`src/tpbt_pkg.sv`:
```
package tpbt_pkg;

  localparam int unsigned POS_BITS_DEFAULT = 32;
  localparam int unsigned RES_FIFO_DEPTH   = 4;

  localparam int unsigned CFG_DATA_BITS = 10;

  // register indexes
  localparam logic CFG_CHARS_PER_LINE = 1'b0;
  localparam logic CFG_LINES_PER_PAGE = 1'b1;

  // item kinds
  localparam logic KIND_CHAR = 1'b0;
  localparam logic KIND_END  = 1'b1;

  // character classes
  localparam logic [2:0] CLS_NEWLINE = 3'd0;
  localparam logic [2:0] CLS_SPACE   = 3'd1;
  localparam logic [2:0] CLS_HYPHEN  = 3'd2;
  localparam logic [2:0] CLS_PUNCT   = 3'd3;
  localparam logic [2:0] CLS_LETTER  = 3'd4;
  localparam logic [2:0] CLS_OTHER   = 3'd5;

  localparam logic [9:0] CHARS_PER_LINE_RESET = 10'd40;
  localparam logic [7:0] LINES_PER_PAGE_RESET = 8'd20;

  typedef struct packed {
    logic        kind;
    logic [2:0]  char_class;
    logic [31:0] position;
  } tpbt_in_t;

  typedef struct packed {
    logic [15:0] page_slot;
    logic [31:0] page_offset;
    logic        last;
  } tpbt_out_t;

  // results of one item handed to the result queue
  typedef struct packed {
    logic [1:0] cnt;
    tpbt_out_t  res0;
    tpbt_out_t  res1;
  } tpbt_push_t;

endpackage

```
`src/text_page_break_tracker_top.sv`:
```
// Page break tracker: takes classified characters with their byte offsets and writes
// page table entries (slot, start offset) as pages fill, plus an end entry when an end
// item arrives. An item is taken every cycle while the result queue has room for two
// entries; an accepted item is held in an input register, then its results are queued.
// A character item gives at most one entry, an end item up to two, output in turn.
// The four-entry result queue lets new items enter while earlier entries wait.
module text_page_break_tracker_top #(
  parameter int unsigned POS_BITS = tpbt_pkg::POS_BITS_DEFAULT
) (
  input  logic                               clk_i,
  input  logic                               rst_ni,
  input  logic                               cfg_we_i,
  input  logic                               cfg_index_i,
  input  logic [tpbt_pkg::CFG_DATA_BITS-1:0] cfg_data_i,
  input  logic                               in_valid_i,
  output logic                               in_stall_o,
  input  tpbt_pkg::tpbt_in_t                 in_data_i,
  output logic                               out_valid_o,
  input  logic                               out_stall_i,
  output tpbt_pkg::tpbt_out_t                out_data_o
);
  import tpbt_pkg::*;

  logic       in_valid_q, in_valid_d;
  tpbt_in_t   in_q;
  logic       room;
  logic       go;
  logic       accept;
  tpbt_push_t push;

  assign go         = in_valid_q && room;
  assign in_stall_o = in_valid_q && !room;
  assign accept     = in_valid_i && !in_stall_o;
  assign in_valid_d = accept ? 1'b1 : (go ? 1'b0 : in_valid_q);

  always_ff @(posedge clk_i or negedge rst_ni) begin
    if (!rst_ni) begin
      in_valid_q <= 1'b0;
    end else begin
      in_valid_q <= in_valid_d;
    end
  end

  always_ff @(posedge clk_i) begin
    if (accept) begin
      in_q <= in_data_i;
    end
  end

  tpbt_core #(
    .POS_BITS(POS_BITS)
  ) u_core (
    .clk_i      (clk_i),
    .rst_ni     (rst_ni),
    .cfg_we_i   (cfg_we_i),
    .cfg_index_i(cfg_index_i),
    .cfg_data_i (cfg_data_i),
    .go_i       (go),
    .item_i     (in_q),
    .push_o     (push)
  );

  tpbt_fifo u_fifo (
    .clk_i      (clk_i),
    .rst_ni     (rst_ni),
    .push_i     (push),
    .room_o     (room),
    .out_valid_o(out_valid_o),
    .out_stall_i(out_stall_i),
    .out_data_o (out_data_o)
  );

endmodule

```
`src/tpbt_fifo.sv`:
```
module tpbt_fifo (
  input  logic               clk_i,
  input  logic               rst_ni,
  input  tpbt_pkg::tpbt_push_t push_i,
  output logic               room_o,
  output logic               out_valid_o,
  input  logic               out_stall_i,
  output tpbt_pkg::tpbt_out_t out_data_o
);
  import tpbt_pkg::*;

  localparam int unsigned PtrBits = $clog2(RES_FIFO_DEPTH);
  localparam int unsigned CntBits = $clog2(RES_FIFO_DEPTH + 1);

  tpbt_out_t           mem_q [RES_FIFO_DEPTH];
  logic [PtrBits-1:0]  wr_ptr_q, wr_ptr_d, wr_ptr_p1;
  logic [PtrBits-1:0]  rd_ptr_q, rd_ptr_d;
  logic [CntBits-1:0]  count_q, count_d;
  logic                pop;

  assign pop         = (count_q != '0) && !out_stall_i;
  assign out_valid_o = (count_q != '0);
  assign out_data_o  = mem_q[rd_ptr_q];
  // room for the two results an end item can write
  assign room_o      = (count_q <= CntBits'(RES_FIFO_DEPTH - 2));
  assign wr_ptr_p1   = wr_ptr_q + PtrBits'(1);

  always_comb begin
    wr_ptr_d = wr_ptr_q + PtrBits'(push_i.cnt);
    rd_ptr_d = pop ? rd_ptr_q + PtrBits'(1) : rd_ptr_q;
    count_d  = count_q + CntBits'(push_i.cnt) - CntBits'(pop);
  end

  always_ff @(posedge clk_i or negedge rst_ni) begin
    if (!rst_ni) begin
      wr_ptr_q <= '0;
      rd_ptr_q <= '0;
      count_q  <= '0;
    end else begin
      wr_ptr_q <= wr_ptr_d;
      rd_ptr_q <= rd_ptr_d;
      count_q  <= count_d;
    end
  end

  always_ff @(posedge clk_i) begin
    if (push_i.cnt != 2'd0) begin
      mem_q[wr_ptr_q] <= push_i.res0;
    end
    if (push_i.cnt == 2'd2) begin
      mem_q[wr_ptr_p1] <= push_i.res1;
    end
  end

endmodule

```
`src/tpbt_core.sv`:
```
module tpbt_core #(
  parameter int unsigned POS_BITS = tpbt_pkg::POS_BITS_DEFAULT
) (
  input  logic                          clk_i,
  input  logic                          rst_ni,
  input  logic                          cfg_we_i,
  input  logic                          cfg_index_i,
  input  logic [tpbt_pkg::CFG_DATA_BITS-1:0] cfg_data_i,
  input  logic                          go_i,
  input  tpbt_pkg::tpbt_in_t            item_i,
  output tpbt_pkg::tpbt_push_t          push_o
);
  import tpbt_pkg::*;

  logic [9:0]          cpl_q;
  logic [7:0]          lpp_q;
  logic [15:0]         cc_q, cc_d;
  logic [7:0]          lc_q, lc_d;
  logic [POS_BITS-1:0] ws_q, ws_d;
  logic [15:0]         pc_q, pc_d;

  logic [POS_BITS-1:0] pos;
  logic [POS_BITS-1:0] diff;
  logic [15:0]         span;
  logic [16:0]         cc_sum;
  logic [15:0]         cc_inc;
  logic                full;
  logic [7:0]          lc_bump;
  logic [7:0]          lc_pre;
  logic [POS_BITS-1:0] chk_off;
  logic                do_check;
  tpbt_push_t          push;

  assign pos     = POS_BITS'(item_i.position);
  assign diff    = pos - ws_q;
  assign span    = (diff > POS_BITS'(16'hFFFF)) ? 16'hFFFF : diff[15:0];
  assign cc_sum  = {1'b0, cc_q} + 17'd1;
  assign cc_inc  = cc_sum[16] ? 16'hFFFF : cc_sum[15:0];
  assign full    = (cc_inc >= {6'd0, cpl_q});
  assign lc_bump = (lc_q == 8'hFF) ? 8'hFF : lc_q + 8'd1;

  always_comb begin
    cc_d     = cc_q;
    lc_pre   = lc_q;
    ws_d     = ws_q;
    pc_d     = pc_q;
    chk_off  = pos;
    do_check = 1'b0;
    push     = '0;
    lc_d     = lc_q;

    if (item_i.kind == KIND_END) begin
      if ((cc_q != 16'd0) || (lc_q != 8'd0)) begin
        push.cnt  = 2'd2;
        push.res0 = '{page_slot: pc_q, page_offset: 32'(pos), last: 1'b0};
        push.res1 = '{page_slot: pc_q + 16'd1, page_offset: 32'(pos), last: 1'b1};
      end else begin
        push.cnt  = 2'd1;
        push.res0 = '{page_slot: pc_q, page_offset: 32'(pos), last: 1'b1};
      end
      cc_d = '0;
      lc_d = '0;
      ws_d = '0;
      pc_d = '0;
    end else begin
      unique case (item_i.char_class)
        CLS_NEWLINE: begin
          lc_pre   = lc_bump;
          do_check = 1'b1;
        end
        CLS_SPACE: begin
          ws_d     = pos;
          cc_d     = full ? 16'd0 : cc_inc;
          lc_pre   = full ? lc_bump : lc_q;
          do_check = 1'b1;
        end
        CLS_HYPHEN, CLS_PUNCT: begin
          if (cc_q == 16'd0) begin
            // punctuation at line start pulls the last word down
            if ((lc_q == 8'd0) && (pc_q != 16'd0)) begin
              push.cnt  = 2'd1;
              push.res0 = '{page_slot: pc_q - 16'd1, page_offset: 32'(ws_q), last: 1'b1};
            end
            cc_d = span;
            if (item_i.char_class == CLS_PUNCT) begin
              ws_d = pos;
            end
          end else begin
            cc_d     = full ? 16'd0 : cc_inc;
            lc_pre   = full ? lc_bump : lc_q;
            do_check = 1'b1;
          end
        end
        CLS_LETTER: begin
          // a letter that fills the line carries its word over
          cc_d     = full ? span : cc_inc;
          lc_pre   = full ? lc_bump : lc_q;
          chk_off  = ws_q;
          do_check = 1'b1;
        end
        default: begin
          cc_d     = full ? 16'd0 : cc_inc;
          lc_pre   = full ? lc_bump : lc_q;
          chk_off  = ws_q;
          do_check = 1'b1;
        end
      endcase

      lc_d = lc_pre;
      if (do_check && (lc_pre >= lpp_q)) begin
        lc_d      = 8'd0;
        push.cnt  = 2'd1;
        push.res0 = '{page_slot: pc_q, page_offset: 32'(chk_off), last: 1'b1};
        pc_d      = pc_q + 16'd1;
      end
    end
  end

  always_comb begin
    push_o = push;
    if (!go_i) begin
      push_o.cnt = 2'd0;
    end
  end

  always_ff @(posedge clk_i or negedge rst_ni) begin
    if (!rst_ni) begin
      cpl_q <= CHARS_PER_LINE_RESET;
      lpp_q <= LINES_PER_PAGE_RESET;
      cc_q  <= '0;
      lc_q  <= '0;
      ws_q  <= '0;
      pc_q  <= '0;
    end else begin
      if (cfg_we_i) begin
        unique case (cfg_index_i)
          CFG_CHARS_PER_LINE: cpl_q <= cfg_data_i[9:0];
          CFG_LINES_PER_PAGE: lpp_q <= cfg_data_i[7:0];
          default: ;
        endcase
      end
      if (go_i) begin
        cc_q <= cc_d;
        lc_q <= lc_d;
        ws_q <= ws_d;
        pc_q <= pc_d;
      end
    end
  end

endmodule
```
`config.mk`:
```
export PLATFORM = sky130hd
export DESIGN_NAME = text_page_break_tracker_top
export DESIGN_NICKNAME = d
export VERILOG_FILES = /design/src/tpbt_pkg.sv /design/src/text_page_break_tracker_top.sv /design/src/tpbt_fifo.sv /design/src/tpbt_core.sv
export SDC_FILE = /design/constraint.sdc
export NUM_CORES = 1
export LEC_CHECK = 0
export BUFFER_PORTS_ARGS = -buffer_cell sky130_fd_sc_hd__buf_2
export CAP_MARGIN = 20
export CORE_MARGIN = 5
export CORE_UTILIZATION = 56
export CTS_BUF_LIST = sky130_fd_sc_hd__clkbuf_4
export DETAILED_ROUTE_END_ITERATION = 8
export PLACE_DENSITY_LB_ADDON = 0.2
export SYNTH_ARGS = -nofsm -noshare
export SYNTH_HDL_FRONTEND = slang
export SYNTH_SLANG_ARGS = --single-unit
```
`constraint.sdc`:
```
create_clock -name clk_i -period 10.9 [get_ports clk_i]
set_clock_uncertainty 0.1 [all_clocks]
set_input_delay 2.18 -clock clk_i [delete_from_list [all_inputs] [get_ports clk_i]]
set_output_delay 2.18 -clock clk_i [all_outputs]
set_load 0.01 [all_outputs]
```
=== Word level (Yosys, flattened, before mapping) ===
Memory sizes are Yosys's and may differ from the RTL's.
Cells that the tools add are included.
Widths: inputs -> output; s select.

* Register bits: 134
* Input bits: 52
* Memories kept: 1
* ROM bits: 0
* RAM bits: 196
* Latch bits: 0

{| class="wikitable"
|+ Memory list
! name !! words !! width !! rd ports !! clocked after memory_dff !! wr ports !! RTL line !! source
|-
| u_fifo.mem_q || 4 || 49 || 1 || 0 || 2 || tpbt_fifo.sv:15 || <nowiki>tpbt_out_t mem_q [RES_FIFO_DEPTH];</nowiki>
|}

* Eq/ne operators: 9
* Add/sub/neg operators: 10
* Mux-type cells: 39
* Shift-type cells: 0
* Divide/modulo/power cells: 0
* Reductions and logical operators: 28
* $mul: 0
* Bitwise logic cells: 1
* $lt $le $gt $ge: 4

{| class="wikitable"
|+ Operators with widths
! operator !! count
|-
| $mux 51 || 5
|-
| $mux 16 || 8
|-
| $mux 32 || 4
|-
| $mux 49 || 2
|-
| $pmux 32 s2 || 1
|-
| $mux 50 || 1
|-
| $mux 8 || 6
|-
| $pmux 16 s3 || 1
|-
| $gt 32x16->1 const B || 1
|-
| $reduce_bool 16->1 || 2
|-
| $sub 32x32->32 || 1
|-
| $add 16x1->17 const B || 1
|-
| $add 16x1->16 const B || 1
|-
| $ge 16x10->1 || 1
|-
| $logic_not 16->1 || 1
|-
| $pmux 8 s2 || 1
|-
| $sub 16x1->16 const B || 1
|-
| $mux 1 || 9
|-
| $add 8x1->8 const B || 1
|-
| $eq 8x8->1 const B || 1
|-
| $ge 8x8->1 || 1
|-
| $logic_not 8->1 || 1
|-
| $reduce_and 2->1 || 4
|-
| $reduce_bool 8->1 || 1
|-
| 22 further kinds || 35
|}

=== Longest topological paths before layout ===
* Depth after elaboration: 15
* Depth in mapped cells: 33
* Mapped depth without buffers: 30

=== Hierarchy ===
From an unflattened synthesis, not the netlist that was laid out.

* Cells, all modules: 1659
* Area, all modules: 19347.3 µm²

{| class="wikitable"
|+ Modules (own cells, without submodules)
! module !! times used !! cells each !! seq. area each (µm²) !! area an instance (µm²)
|-
| tpbt_fifo || 1 || 517 || 6060.8 || 9892.0
|-
| tpbt_core || 1 || 1100 || 2257.2 || 8310.5
|-
| text_page_break_tracker_top || 1 || 42 || 1106.1 || 1144.8
|}

=== Least setup slack after synthesis ===
No wires, ideal clock.

* Path type: register to register
* From: register u_core.cc_q[6]
* To: memory u_fifo.mem_q[0][0] (netlist bit), enable pin
* Period minus slack after synthesis: 10.095 ns
* Stages on the path, launching flop included: 26
* Data required time: 10.209 ns
* Data arrival time: 9.404 ns
* Setup slack: 0.805 ns
* Setup time: 0.591 ns
* Cells stage by stage: dfrtp_1 -> buf_2 -> nand4_2 -> or3_1 -> or3_1 -> clkbuf_1 -> nand2_1 -> inv_1 -> ha_1 -> nor2b_1 -> o21ai_0 -> a41oi_1 -> a21oi_1 -> nor4_4 -> a21oi_1 -> buf_2 -> o21ai_0 -> o21ai_0 -> a21o_1 -> ha_1 -> a21o_1 -> a21oi_1 -> o21ai_0 -> a21oi_1 -> and2_1 -> o41ai_1

{| class="wikitable"
|+ RTL lines
! item !! RTL line !! source
|-
| start, declared || tpbt_core.sv:17 || <nowiki>logic [15:0] cc_q, cc_d;</nowiki>
|-
| start signal, assigned || tpbt_core.sv:130 || <nowiki>cc_q <= '0;</nowiki>
|-
| start signal, assigned || tpbt_core.sv:143 || <nowiki>cc_q <= cc_d;</nowiki>
|-
| end, declared || tpbt_fifo.sv:15 ||
|}

=== Worst setup path in the final report ===
* From: register u_core.cc_q[6]
* To: register u_fifo.count_q[2]

* Longest elaborated chain between the ends: 14
* Elaborated cells on any way between the ends: 23
* Those cells by class: 3 x add/sub; 2 x order compare; 14 x mux; 4 x reduce/logical

{| class="wikitable"
|+ RTL lines
! item !! RTL line !! source
|-
| $add 16x1->17 || tpbt_core.sv:37 || <nowiki>assign cc_sum = {1'b0, cc_q} + 17'd1;</nowiki>
|-
| $mux 16 || tpbt_core.sv:38 || <nowiki>assign cc_inc = cc_sum[16] ? 16'hFFFF : cc_sum[15:0];</nowiki>
|-
| $ge 16x10->1 || tpbt_core.sv:39 || <nowiki>assign full = (cc_inc >= {6'd0, cpl_q});</nowiki>
|-
| $mux 8 || -- ||
|-
| $mux 8 || tpbt_core.sv:78 || <nowiki>if (cc_q == 16'd0) begin</nowiki>
|-
| $pmux 8 s2 || tpbt_core.sv:66 || <nowiki>unique case (item_i.char_class)</nowiki>
|-
| $mux 8 || tpbt_core.sv:52 || <nowiki>if (item_i.kind == KIND_END) begin</nowiki>
|-
| $ge 8x8->1 || tpbt_core.sv:110 || <nowiki>if (do_check && (lc_pre >= lpp_q)) begin</nowiki>
|-
| $logic_and 1x1->1 || tpbt_core.sv:110 ||
|-
| $mux 51 || tpbt_core.sv:110 ||
|-
| $mux 51 * || tpbt_core.sv:52 ||
|-
| $mux 2 * || tpbt_core.sv:121 || <nowiki>if (!go_i) begin</nowiki>
|-
| $add 3x2->3 * || tpbt_fifo.sv:31 || <nowiki>count_d = count_q + CntBits'(push_i.cnt) - CntBits'(pop);</nowiki>
|-
| $sub 3x1->3 * || tpbt_fifo.sv:31 ||
|-
| net u_fifo.count_d[2] || tpbt_fifo.sv:18 || <nowiki>logic [CntBits-1:0] count_q, count_d;</nowiki>
|-
| end signal, assigned || tpbt_fifo.sv:42 || <nowiki>count_q <= count_d;</nowiki>
|-
| end, declared || tpbt_fifo.sv:18 ||
|}

Mark *: on every way through the listed nets, which the timed path passes. The rest lies on a longest branch. The select of a mux whose other input is x is not followed.
A chain may end at the register's enable or synchronous reset.

==> impl_metrics.xml <==
<?xml version="1.0" encoding="UTF-8"?>
<metrics>
  <group name="synth">
    <metric name="synth-edff-count" unit="">232</metric>
    <metric name="yosys.cell_types.count" unit="">85</metric>
    <metric name="synth.most_common_cell" unit="">sky130_fd_sc_hd__edfxtp_1</metric>
    <metric name="dominantRegCellSynth" unit="">sky130_fd_sc_hd__edfxtp_1</metric>
    <metric name="ys_seq_elements" unit="">330</metric>
    <metric name="netlist_instances" unit="">1602</metric>
    <metric name="post_synth.cell_area_avg" unit="µm²">11.50</metric>
    <metric name="synth-warning-count" unit="">0</metric>
    <metric name="yosys_top_cell_by_area" unit="">sky130_fd_sc_hd__edfxtp_1</metric>
    <metric name="synth_sequential_area_ratio" unit="">0.5114</metric>
    <metric name="synth_top_cell_area_share" unit="">0.3781</metric>
    <metric name="netlist_area" unit="µm²">18430</metric>
    <metric name="synth.top_cells.by_count" unit="">232 x sky130_fd_sc_hd__edfxtp_1, 170 x sky130_fd_sc_hd__nand2_1, 132 x sky130_fd_sc_hd__a22o_1</metric>
    <metric name="synth.top_cells.by_area" unit="">sky130_fd_sc_hd__edfxtp_1 38%, sky130_fd_sc_hd__dfrtp_1 13%, sky130_fd_sc_hd__a22o_1 6.3%, sky130_fd_sc_hd__mux4_2 6.0%, sky130_fd_sc_hd__ha_1 4.0%</metric>
    <metric name="synth.net_count" unit="">1715</metric>
    <metric name="ys_async_sr_fraction" unit="">0.2970</metric>
  </group>
  <group name="global_route">
    <metric name="antenna_found_initial" unit="">1</metric>
    <metric name="largest_net_degree_at_the_start_of_global_routing" unit="">69</metric>
    <metric name="globalRouteTotalUtil" unit="">0.2527</metric>
    <metric name="global_route.overflow_total" unit="">0</metric>
    <metric name="grt_first_pass_wirelength" unit="µm">73530</metric>
    <metric name="grt_pass1_vias" unit="">13610</metric>
  </group>
  <group name="clock_tree">
    <metric name="clkLatencyLatePin" unit="ns">0.76</metric>
    <metric name="clk_pin_slew_worst_paths" unit="ns">0.06</metric>
    <metric name="cts_resized" unit="">0</metric>
    <metric name="tritoncts_buffers" unit="">90</metric>
    <metric name="cts.htree.levels" unit="">3</metric>
    <metric name="cts.hold.buffers_added" unit="">0</metric>
    <metric name="tritoncts" unit="">done</metric>
    <metric name="clockRootBuffer" unit="">sky130_fd_sc_hd__clkbuf_4</metric>
    <metric name="clkSinkCount" unit="">330</metric>
    <metric name="postCtsSetupRepairBufs" unit="">0</metric>
    <metric name="cts_buffer_depth" unit="">3</metric>
  </group>
  <group name="timing">
    <metric name="final-max-slew-violation-count" unit="">0</metric>
    <metric name="min_period" unit="ns">7.104</metric>
    <metric name="report.final.setup_viol" unit="">0</metric>
    <metric name="fmax" unit="MHz">140.8</metric>
    <metric name="max_slew.worst_pin.slew" unit="ns">1.100</metric>
    <metric name="tns" unit="ns">0</metric>
    <metric name="number_of_endpoints_with_negative_hold_slack_in_the_final_report" unit="">0</metric>
    <metric name="worst_hold_slack" unit="ns">0.3943</metric>
    <metric name="grt_setup_unrepaired" unit="">false</metric>
    <metric name="slew-limit-headroom" unit="">0.2650</metric>
    <metric name="post-route-period-util" unit="">0.6517</metric>
  </group>
  <group name="job">
    <metric name="drv_cap" unit="">0</metric>
  </group>
  <group name="worst_setup_path">
    <metric name="setup.worst_path.start_class" unit="">flip-flop</metric>
    <metric name="worstPathBufferInverterCount" unit="">3</metric>
    <metric name="worst_path_required_time" unit="ns">11.44</metric>
    <metric name="worstPathArrival" unit="ns">7.64</metric>
    <metric name="critPathTopFamily" unit="">simple AND/OR/NAND/NOR gates</metric>
    <metric name="timing.setup.critical_path_class" unit="">reg -&gt; reg</metric>
    <metric name="setup.worst_path.end_class" unit="">flip-flop</metric>
    <metric name="reg2reg_setup_slack" unit="ns">3.80</metric>
    <metric name="critPathSlowestCell" unit="">sky130_fd_sc_hd__a21oi_1</metric>
    <metric name="reg2reg_depth" unit="">29</metric>
    <metric name="r2r_end" unit="">u_fifo.count_q[2]</metric>
    <metric name="crit_path_frequent_cell" unit="">sky130_fd_sc_hd__a21oi_1</metric>
    <metric name="critical_path_peak_fanout" unit="">11</metric>
    <metric name="timing.critical_path.slowest_cell_delay" unit="ns">0.58</metric>
    <metric name="r2r_start" unit="">u_core.cc_q[6]</metric>
  </group>
  <group name="pwr">
    <metric name="combinationalPowerShare" unit="">0.435</metric>
    <metric name="leakage" unit="µW">0.008249</metric>
    <metric name="totalPowerFinal" unit="µW">5536</metric>
    <metric name="total_switching_power" unit="µW">2257</metric>
    <metric name="vdd_drop_max" unit="V">0.0001369</metric>
    <metric name="p_sw_frac" unit="">0.4078</metric>
    <metric name="clock_power_share" unit="">0.205</metric>
    <metric name="powerDensity" unit="nW/µm²">270.4</metric>
    <metric name="cellInternalPower" unit="µW">3279</metric>
    <metric name="power_frac_seq" unit="">0.360</metric>
  </group>
  <group name="die">
    <metric name="core_area" unit="µm²">32540</metric>
    <metric name="fp.dieH" unit="µm">191.4</metric>
    <metric name="row_count" unit="">66</metric>
    <metric name="die_w" unit="µm">191.4</metric>
    <metric name="initial_core_util" unit="">0.5664</metric>
    <metric name="floorplan.die_area" unit="µm²">36630</metric>
    <metric name="io-pin-count" unit="">103</metric>
  </group>
  <group name="placed_design">
    <metric name="place_area" unit="µm²">19240</metric>
    <metric name="dpl.cell_count" unit="">2058</metric>
    <metric name="place.gp.congestion" unit="">0.9343</metric>
    <metric name="placement.io_buffers" unit="">102</metric>
    <metric name="place.detailed.hpwl" unit="µm">29570</metric>
  </group>
  <group name="route">
    <metric name="routed_wire_per_std_cell" unit="µm">20.39</metric>
    <metric name="firstDrtPassIters" unit="">5</metric>
    <metric name="detailroute.via_count" unit="">13610</metric>
    <metric name="drc" unit="">0</metric>
    <metric name="routed_wirelength" unit="µm">45440</metric>
    <metric name="drtIter0Drc" unit="">1282</metric>
    <metric name="antenna_violation_net_count_after_detailed_routing" unit="">0</metric>
    <metric name="route.detailed.vias_per_inst" unit="">6.105</metric>
  </group>
  <group name="cells_and_area">
    <metric name="layout-area-overhead-vs-synth" unit="%">11.11</metric>
    <metric name="instances_no_fill" unit="">2229</metric>
    <metric name="drive_above_1_share" unit="">0.2133</metric>
    <metric name="layout.nets" unit="">1823</metric>
    <metric name="post-route-cell-area" unit="µm²">20480</metric>
  </group>
  <group name="min_path">
    <metric name="min-delay-start" unit="">u_fifo.count_q[2]</metric>
    <metric name="min_delay_path_depth" unit="">1</metric>
    <metric name="timing.hold.worst_endpoint" unit="">u_fifo.count_q[2]</metric>
    <metric name="timing.hold.worst.class" unit="">reg -&gt; reg</metric>
  </group>
  <group name="run_status">
    <metric name="run_status" unit="">complete, no violations</metric>
  </group>
</metrics>
-- logic make-up (layout without fill, tap and decap cells) --
group,count (synthesis),after routing,synth area share
DFF,330,330,0.5114
muxes,112,112,0.09512
AOI/OAI and AO/OA,427,427,0.1670
other,0,1,0
adders and majority gates,61,61,0.04223
buffers and inverters,184,368,0.04054
and+or+nand+nor,439,439,0.1200
xor gates and xnor gates,49,49,0.02370
-- stage by stage --
step                  util  worst slack (ns)
floorplan                -            0.8052
global placement    0.5914             4.031
detailed placement  0.5914             3.862
CTS                 0.6282             3.837
global route        0.6293             3.149
finish              0.6293             3.796
-- worst max path at each step --
stage / endpoint / startpoint / cells after the start / slack [ns]
after floorplan: u_fifo.mem_q[0][0] / u_core.cc_q[6] / 25 / 0.81
after detailed placement: u_fifo.count_q[2] / u_core.cc_q[6] / 29 / 3.86
after CTS: u_fifo.count_q[2] / u_core.cc_q[6] / 29 / 3.84
after global placement: u_fifo.count_q[2] / u_core.cc_q[6] / 29 / 4.03
after global routing: u_fifo.count_q[2] / u_core.cc_q[6] / 29 / 3.15
final: u_fifo.count_q[2] / u_core.cc_q[6] / 29 / 3.80
-- cells in the final DEF (no fill, tap or decap), types with 13 or more instances in the layout --
master / n
sky130_fd_sc_hd__o21ai_0: 67
sky130_fd_sc_hd__inv_1: 74
sky130_fd_sc_hd__dfrtp_1: 92
sky130_fd_sc_hd__nor2_1: 65
sky130_fd_sc_hd__nand2_1: 170
sky130_fd_sc_hd__a21oi_1: 83
sky130_fd_sc_hd__nand2b_1: 20
sky130_fd_sc_hd__clkbuf_4: 140
sky130_fd_sc_hd__xor2_1: 16
sky130_fd_sc_hd__mux2_2: 15
sky130_fd_sc_hd__buf_2: 101
sky130_fd_sc_hd__a31oi_1: 13
sky130_fd_sc_hd__edfxtp_1: 232
sky130_fd_sc_hd__ha_1: 59
sky130_fd_sc_hd__o21a_1: 14
sky130_fd_sc_hd__and3_1: 16
sky130_fd_sc_hd__a22o_1: 132
sky130_fd_sc_hd__clkinv_1: 22
sky130_fd_sc_hd__a22oi_1: 19
sky130_fd_sc_hd__buf_4: 22
sky130_fd_sc_hd__nand4_1: 42
sky130_fd_sc_hd__mux2i_1: 48
sky130_fd_sc_hd__nand3_1: 25
sky130_fd_sc_hd__nor3_1: 24
sky130_fd_sc_hd__xnor2_1: 32
sky130_fd_sc_hd__mux4_2: 49
-- state kept, by name (all words and copies together), names as in the netlist --
register         cells
u_core.lc_q          8
in_valid_q           1
u_core.pc_q         16
u_core.lpp_q         8
in_q                36
u_fifo.rd_ptr_q      2
u_fifo.count_q       3
u_core.cpl_q        10
u_core.cc_q         16
u_core.ws_q         32
u_fifo.wr_ptr_q      2
u_fifo.mem_q       196
-- per-layer routing --
layer / track usage / share of wire
met1: 0.3688 / 0.45
met2: 0.3926 / 0.46
met3: 0.04912 / 0.067
met4: 0.06575 / 0.017
met5: 0 / 0
-- power groups by stage --
stage                     clock network [µW]  registers (µW)  logic, µW
after global routing                    1240            2030       2640
after detailed placement                   0            2020       2380
after floorplan                            0            1900       1770
after CTS                               1170            1990       2400
final                                   1130            1990       2410
after global placement                     0            2000       2360
-- cell type report --
class | instances | area (µm²)
fillers | 2679 | 12060
flip-flops and latches | 330 | 9429
multi-input cells | 1088 | 8312
clock buffers | 140 | 1051
repair buffers | 124 | 698.2
well taps | 442 | 553.0
inverters | 76 | 285.3
clock inverters | 28 | 145.1
diodes | 1 | 2.502
Note: power is estimated with default switching activity, not from simulation.
